$ cat src/rtl/multi_stream_frame_timer_unit_defines.svh
// assertion macros for the multi-stream frame timer
`ifndef MULTI_STREAM_FRAME_TIMER_UNIT_DEFINES_SVH
`define MULTI_STREAM_FRAME_TIMER_UNIT_DEFINES_SVH

`ifndef SYNTHESIS
// property must hold at every clock edge outside reset
`define MSFT_ASSERT(lbl, ck, rn, prop) \
	lbl: assert property (@(posedge ck) disable iff (!rn) prop) \
		else $error("msft assertion failed");
// condition must never be true outside reset
`define MSFT_ASSERT_NEVER(lbl, ck, rn, cond) \
	lbl: assert property (@(posedge ck) disable iff (!rn) !(cond)) \
		else $error("msft forbidden condition");
`else
`define MSFT_ASSERT(lbl, ck, rn, prop)
`define MSFT_ASSERT_NEVER(lbl, ck, rn, cond)
`endif

`endif

$ cat src/rtl/msft_pkg.sv
// shared types, constants and command/status structs of the frame timer
`timescale 1ns / 1ps
package msft_pkg;
	localparam int MAX_STREAMS_DEF    = 8;
	localparam int MAX_FRAMES_DEF     = 64;
	localparam int BACKGROUND_KEY_DEF = 63;

	localparam int KIND_W     = 3;
	localparam int KEY_W      = 6;
	localparam int FC_W       = 7;
	localparam int FNUM_W     = 6;
	localparam int DELAY_W    = 16;
	localparam int ELAPSED_W  = 16;
	localparam int ACC_W      = 32;
	localparam int EV_W       = 2;
	localparam int CFG_IDX_W  = 2;
	localparam int CFG_DATA_W = 16;

	typedef enum logic [KIND_W-1:0] {
		K_SET_KEY = 3'd0,
		K_SET_BG  = 3'd1,
		K_WRITE   = 3'd2,
		K_REM_KEY = 3'd3,
		K_REM_BG  = 3'd4,
		K_CLOSE   = 3'd5,
		K_TICK    = 3'd6
	} kind_t;

	typedef enum logic [EV_W-1:0] {
		EV_STATUS  = 2'd0,
		EV_FRAME   = 2'd1,
		EV_REMOVED = 2'd2
	} ev_t;

	typedef enum logic [CFG_IDX_W-1:0] {
		CFG_KEY_SUP       = 2'd0,
		CFG_BG_SUP        = 2'd1,
		CFG_LOOP          = 2'd2,
		CFG_DEFAULT_DELAY = 2'd3
	} cfg_reg_t;

	typedef enum logic [1:0] {
		EM_STATUS,
		EM_REMOVE_KEY,
		EM_REMOVE_TOP,
		EM_PEND
	} emit_sel_t;

	typedef enum logic [1:0] {
		RD_WALK,
		RD_SLOT,
		RD_TOP
	} rd_sel_t;

	typedef enum logic [3:0] {
		ST_IDLE,
		ST_DECODE,
		ST_REMOVE_EV,
		ST_STATUS,
		ST_CLOSE,
		ST_T_READ,
		ST_T_CHECK,
		ST_T_PRES,
		ST_T_END
	} state_t;

	typedef struct packed {
		logic      load;
		rd_sel_t   rd_sel;
		logic      emit;
		emit_sel_t emit_sel;
		logic      emit_rej;
		logic      emit_last;
		logic      fill;
		logic      drop;
		logic      cnt_dec;
		logic      loop_clr;
		logic      ram_we;
		logic      ram_re;
		logic      ram_next;
		logic      idx_clr;
		logic      idx_inc;
		logic      tick_upd;
		logic      tick_adv;
		logic      pend_load;
		logic      pend_clr;
	} cmd_t;

	typedef struct packed {
		logic [KIND_W-1:0] kind;
		logic              found;
		logic              full;
		logic              empty;
		logic              fc_ok;
		logic              wr_ok;
		logic              key_sup;
		logic              bg_sup;
		logic              loop_en;
		logic              adv;
		logic              present;
		logic              last_entry;
		logic              pend_valid;
		logic              out_free;
	} stat_t;
endpackage

$ cat src/rtl/msft_ctrl.sv
// controller state machine of the frame timer
`timescale 1ns / 1ps
module msft_ctrl import msft_pkg::*; (
	input  logic  clk,
	input  logic  arst_n,
	input  logic  in_valid,
	output logic  in_ready,
	input  stat_t st,
	output cmd_t  cmd
);
	state_t state_q, state_d;
	logic   rej_q, rej_d;

	always_ff @(posedge clk or negedge arst_n) begin
		if (!arst_n) begin
			state_q <= ST_IDLE;
			rej_q   <= 1'b0;
		end else begin
			state_q <= state_d;
			rej_q   <= rej_d;
		end
	end

	always_comb begin
		state_d  = state_q;
		rej_d    = rej_q;
		cmd      = '0;
		cmd.rd_sel   = RD_WALK;
		cmd.emit_sel = EM_STATUS;
		in_ready = 1'b0;
		unique case (state_q)
			ST_IDLE: begin
				in_ready = 1'b1;
				if (in_valid) begin
					cmd.load = 1'b1;
					state_d  = ST_DECODE;
				end
			end
			ST_DECODE: begin
				cmd.rd_sel = RD_SLOT;
				rej_d      = 1'b0;
				unique case (kind_t'(st.kind))
					K_SET_KEY, K_SET_BG: begin
						if (!((kind_t'(st.kind) == K_SET_KEY ? st.key_sup : st.bg_sup)
							&& st.fc_ok)) begin
							rej_d   = 1'b1;
							state_d = ST_STATUS;
						end else if (st.found) begin
							state_d = ST_REMOVE_EV;
						end else begin
							// a full table drops the new stream quietly
							cmd.fill = !st.full;
							state_d  = ST_STATUS;
						end
					end
					K_WRITE: begin
						if (st.found && st.wr_ok) begin
							cmd.ram_we = 1'b1;
						end else begin
							rej_d = 1'b1;
						end
						state_d = ST_STATUS;
					end
					K_REM_KEY, K_REM_BG: begin
						if (kind_t'(st.kind) == K_REM_BG && !st.bg_sup) begin
							rej_d   = 1'b1;
							state_d = ST_STATUS;
						end else if (st.found) begin
							state_d = ST_REMOVE_EV;
						end else begin
							state_d = ST_STATUS;
						end
					end
					K_CLOSE: state_d = ST_CLOSE;
					K_TICK: begin
						if (st.loop_en && !st.empty) begin
							cmd.idx_clr = 1'b1;
							state_d     = ST_T_READ;
						end else begin
							state_d = ST_IDLE;
						end
					end
					default: begin
						rej_d   = 1'b1;
						state_d = ST_STATUS;
					end
				endcase
			end
			ST_REMOVE_EV: begin
				cmd.rd_sel = RD_SLOT;
				if (st.out_free) begin
					cmd.emit     = 1'b1;
					cmd.emit_sel = EM_REMOVE_KEY;
					if (kind_t'(st.kind) == K_SET_KEY || kind_t'(st.kind) == K_SET_BG) begin
						cmd.fill = 1'b1;
					end else begin
						cmd.drop = 1'b1;
					end
					state_d = ST_STATUS;
				end
			end
			ST_STATUS: begin
				if (st.out_free) begin
					cmd.emit      = 1'b1;
					cmd.emit_sel  = EM_STATUS;
					cmd.emit_rej  = rej_q;
					cmd.emit_last = 1'b1;
					state_d       = ST_IDLE;
				end
			end
			ST_CLOSE: begin
				cmd.rd_sel = RD_TOP;
				if (st.empty) begin
					cmd.loop_clr = 1'b1;
					state_d      = ST_STATUS;
				end else if (st.out_free) begin
					cmd.emit     = 1'b1;
					cmd.emit_sel = EM_REMOVE_TOP;
					cmd.cnt_dec  = 1'b1;
				end
			end
			ST_T_READ: begin
				cmd.tick_upd = 1'b1;
				cmd.ram_re   = 1'b1;
				state_d      = ST_T_CHECK;
			end
			ST_T_CHECK: begin
				if (st.adv) begin
					cmd.tick_adv = 1'b1;
					cmd.ram_re   = 1'b1;
					cmd.ram_next = 1'b1;
					state_d      = ST_T_PRES;
				end else begin
					cmd.idx_inc = 1'b1;
					state_d     = st.last_entry ? ST_T_END : ST_T_READ;
				end
			end
			ST_T_PRES: begin
				if (!st.present) begin
					cmd.idx_inc = 1'b1;
					state_d     = st.last_entry ? ST_T_END : ST_T_READ;
				end else if (!st.pend_valid || st.out_free) begin
					// the held event goes out as not-last once a newer one exists
					cmd.emit      = st.pend_valid;
					cmd.emit_sel  = EM_PEND;
					cmd.pend_load = 1'b1;
					cmd.idx_inc   = 1'b1;
					state_d       = st.last_entry ? ST_T_END : ST_T_READ;
				end
			end
			ST_T_END: begin
				if (!st.pend_valid) begin
					state_d = ST_IDLE;
				end else if (st.out_free) begin
					cmd.emit      = 1'b1;
					cmd.emit_sel  = EM_PEND;
					cmd.emit_last = 1'b1;
					cmd.pend_clr  = 1'b1;
					state_d       = ST_IDLE;
				end
			end
			default: state_d = ST_IDLE;
		endcase
	end
endmodule

$ cat config.mk
export PLATFORM = sky130hd
export DESIGN_NAME = msft_ctrl
export DESIGN_NICKNAME = d
export VERILOG_FILES = /design/src/rtl/multi_stream_frame_timer_unit_defines.svh /design/src/rtl/msft_pkg.sv /design/src/rtl/msft_ctrl.sv
export SDC_FILE = /design/constraint.sdc
export NUM_CORES = 1
export LEC_CHECK = 0
export BUFFER_PORTS_ARGS = -buffer_cell sky130_fd_sc_hd__buf_4
export CAP_MARGIN = 20
export CORE_UTILIZATION = 30
export CTS_CLUSTER_DIAMETER = 50
export DETAILED_ROUTE_END_ITERATION = 16
export GPL_TIMING_DRIVEN = 0
export HOLD_SLACK_MARGIN = 0.02
export PLACE_DENSITY = 0.55
export SYNTH_ARGS = -nofsm -noshare
export SYNTH_HDL_FRONTEND = slang
export SYNTH_SLANG_ARGS = --single-unit
$ cat constraint.sdc
create_clock -name clk -period 2.9 [get_ports clk]
set_input_delay 0.435 -clock clk [delete_from_list [all_inputs] [get_ports clk]]
set_output_delay 0.435 -clock clk [all_outputs]
set_load 0.005 [all_outputs]
# == Yosys cells after proc, flatten, opt, wreduce, memory -nomap -nowiden ==
# Cells that the tools add are included.
# totals
regBits,5
input_bits,19
out_inout_bits,22
word_cells,104
# classes
eq_ne,18
mux,67
n_reduce_logical,17
# op_table
operator,count
$mux W4,10
$mux W1,36
$pmux W4 S9,1
$mux W3,8
$eq A4 B3 Y1 const B,4
$pmux W4 S4,1
$pmux W3 S5,1
$eq A3 B3 Y1 const B,3
$eq A4 B2 Y1 const B,2
$pmux W1 S2,4
$reduce_or A2 Y1,4
$eq A3 B2 Y1 const B,2
$mux W2,3
$ne A2 B2 Y1 const B,3
$mux W5,1
$eq A4 B1 Y1 const B,1
$eq A4 B4 Y1 const B,1
$logic_and A1 B1 Y1,4
$logic_not A1 Y1,4
$logic_not A4 Y1,1
$pmux W1 S4,1
$pmux W2 S2,1
$reduce_and A4 Y1,1
$eq A3 B1 Y1 const B,1
3 further kinds,4

# == Depth between registers and ports, before layout ==
# logic_depth
word_depth,6
mapped_depth,7
ltp_nobuf,5

# == Least setup slack after synthesis ==
# OpenSTA, ideal clock, no wires.
# synth_timing
path_kind,register to output
startpoint,register state_q[3]
endpoint,output cmd[12] in the netlist's numbering
arrival_time_ns,1.412
t_required_ns,2.465
setup_slack_ns,1.053
stages_incl_launch_ff,6
path_buffers,0
path_cell_list,dfrtp_1 nor2_1 nand3b_2 or4b_1 o21ai_1 and3_1
# synth_lines
element,line_no,rtl
start: declaration,msft_ctrl.sv:11,"state_t state_q, state_d;"
start signal: assignment,msft_ctrl.sv:19,state_q <= state_d;
end: declaration,msft_ctrl.sv:9,output cmd_t cmd

==> summary.txt <==
DRC = 0
Min Hold Slack = 0.497 ns
flop-to-flop setup slack = 1.28 ns
minimum clock period = 2.33 ns
core area = 2500 um2
worst slew pin tran = 0.372 ns
Slew Viols, Final = 0
# Post-CTS Setup Buffers = 0
CTS tree = done
reg2reg end = state_q[0]$_DFFE_PN0P_
Clk Latency, worst-skew pair = 0.24 ns
cell taking the most area after synthesis = dfrtp_1
CTS root buffer = clkbuf_4
Top FF cell, synth = dfrtp_1
FF-to-FF Start = state_q[0]$_DFFE_PN0P_
DIE HEIGHT = 53.5 um
DR vias = 969
post-synth top area share = 15.7%
number of enable flip-flop cells after synthesis = 0
post-DP HPWL = 1.90 mm
CP endpoint kind = primary output
#FFs+latches synth = 5
Post-synth top cells = 17 x nand2_1, 10 x nor2_1, 10 x nor3_1, 7 x nand2b_1, 6 x buf_2
Crit path arrival time = 1.90 ns
Synth Cell Area = 795 um2
Die W = 53.5 um
f_max = 0.429 GHz
Setup WS pre-CTS = 0.827 ns
Worst Hold Class = input port to flop
Area Growth Syn to Fin = 46.1%
sequential cell area fraction in the yosys report = 15.7%
1st-pass router iterations = 3
row count = 18
Distinct cells, synth = 43
Num Clock Sinks = 5
cell leakage power = 0.565 nW
Routed WL = 2.35 mm
worst setup path class = flop to primary output
vias per cell = 5.18
final non-filler cell total = 187
YS warnings = 0
DR iter-0 viols = 9
GP Congestion = 0.758
Ports = 41
Antenna Cells = 0
CP required = 2.47 ns
top cells by area, synth = dfrtp_1 16%, nand2_1 8.0%, nor3_1 6.3%
fin worst setup slack = 0.570 ns
outcome = finished clean
Fin. Hold Viols = 0
Worst slew margin = 75.0%
Final Skew = 0.00352 ns
worst reg-to-reg path cell count = 6
hold depth = 3
total negative slack = 0 ns
die footprint = 2860 um2
clk slew on worst S/H paths = 0.04 ns
initial core utilization = 31.8%
Avg WL per Cell = 12.6 um
Port Buf Inserts = 39
initial antenna violation count = 0
total track usage = 19.1%
post-route ant nets = 0
via count of the first global-routing pass = 924
CP Capture Point = cmd[12]
worst-path fanout max = 7
post-synthesis net count = 132
largest net degree at the start of global routing = 11
CTS Buf Count = 3
unrepaired setup endpoints after global routing = false
async set or reset register ratio after synthesis = 100%
Final nets = 177
Critical Path Start = state_q[1]$_DFFE_PN0P_
Clock Path Buffers = 2
most common cell in the netlist = nand2_1
share of layout cells above drive strength 1 = 35.0%
Tcrit/Tclk final = 80.4%
max cap viols = 0
H-Tree Depth = 1
# setup viols final = 0
startpoint types = flop
PwrDens = 727 nW/um2
Peak supply drop = 0.310 mV
cell total after placement = 182
cell count after synthesis = 113
Syn Area/Cell = 7.03 um2
first-pass GRT wire length = 3.99 mm
GR Overflow Total = 0
[final cells by class]
class | count | area [um2]
inverters | 2 | 7.51
well taps | 30 | 37.5
flip-flops and latches | 5 | 125
repair buffers | 40 | 303
multi-input cells | 98 | 613
clock buffers | 4 | 26.3
plain buffers | 8 | 48.8
fillers | 264 | 1340
[per-layer routing]
metal	GRT usage, %	part of all wire (%)
met3	4.31	6.6
met5	0	0
met4	1.32	0
met1	23.9	46
met2	34.0	48
[what timing repair did]
| item | 4_1_cts | 5_1_grt |
|---|---|---|
| endpoints found under the hold margin | 5 | 0 |
| hold buffers | 1 | 0 |
| gates resized for setup | 0 | 0 |
[metrics by stage]
| stage | total power [mW] | area [um2] | utilization, % |
|---|---|---|---|
| 4_1_cts | 0.847 | 1160 | 46.4 |
| 6_report | 0.844 | 1160 | 46.4 |
| 3_3_place_gp | 0.762 | 1120 | 45.0 |
| 2_1_floorplan | 0.545 | 795 | - |
| 5_1_grt | 0.932 | 1160 | 46.4 |
| 3_5_place_dp | 0.760 | 1120 | 45.0 |
[sequential cells by signal, summed over array words and instances (netlist names)]
| name | count |
|---|---|
| state_q | 4 |
| rej_q | 1 |
[logic make-up (layout without fill, tap and decap cells)]
family	after synthesis	after routing	synth area share, %
AO/OA/AOI/OAI	25	25	21.1
XOR/XNOR	1	1	1.10
buffers and inverters	10	54	7.09
flip-flops	5	5	15.7
multiplexers	3	3	3.94
AND/OR/NAND/NOR	69	69	51.0
[layout by cell type (no fill, tap or decap), types with 2 or more instances in the layout]
| cell type | Yosys | routed |
|---|---|---|
| dfrtp_1 | 5 | 5 |
| nand3_1 | 2 | 2 |
| a21oi_1 | 4 | 4 |
| nand2_1 | 17 | 17 |
| clkbuf_4 | 0 | 3 |
| buf_2 | 6 | 6 |
| mux2i_1 | 2 | 2 |
| nor4_1 | 2 | 2 |
| buf_4 | 1 | 40 |
| o21ai_0 | 4 | 4 |
| nor2_1 | 10 | 10 |
| o21ai_1 | 3 | 3 |
| nor3_1 | 10 | 10 |
| and3_1 | 4 | 4 |
| inv_1 | 2 | 2 |
| a211oi_1 | 2 | 2 |
| and2_1 | 3 | 3 |
| nand2b_1 | 7 | 7 |
| nor2b_1 | 2 | 2 |
| a32oi_1 | 2 | 2 |
| nand3b_1 | 2 | 2 |
[worst min-delay path by stage]
stage                start                      to  slack, ns
floorplan           arst_n       rej_q$_DFFE_PN0P_       0.14
global placement    arst_n       rej_q$_DFFE_PN0P_       0.24
detailed placement  arst_n  state_q[2]$_DFFE_PN0P_       0.24
CTS                  st[2]  state_q[3]$_DFFE_PN0P_       0.49
global route         st[2]  state_q[3]$_DFFE_PN0P_       0.49
finish               st[2]  state_q[3]$_DFFE_PN0P_       0.50
[critical path, stage by stage, from the launching register on]
cell and delay, ns:
dfrtp_1 0.46, nor2_1 0.17, nand3b_2 0.14, or4b_1 0.49, o21ai_1 0.13, and3_1 0.16, buf_4 0.10
[power breakdown]
part           internal, mW  total, mW  switching [mW]
registers             0.101      0.143          0.0426
clock network        0.0520     0.0798          0.0278
logic                 0.302      0.621           0.319
total                 0.455      0.844           0.389
Power figures use the tool's default switching activity.
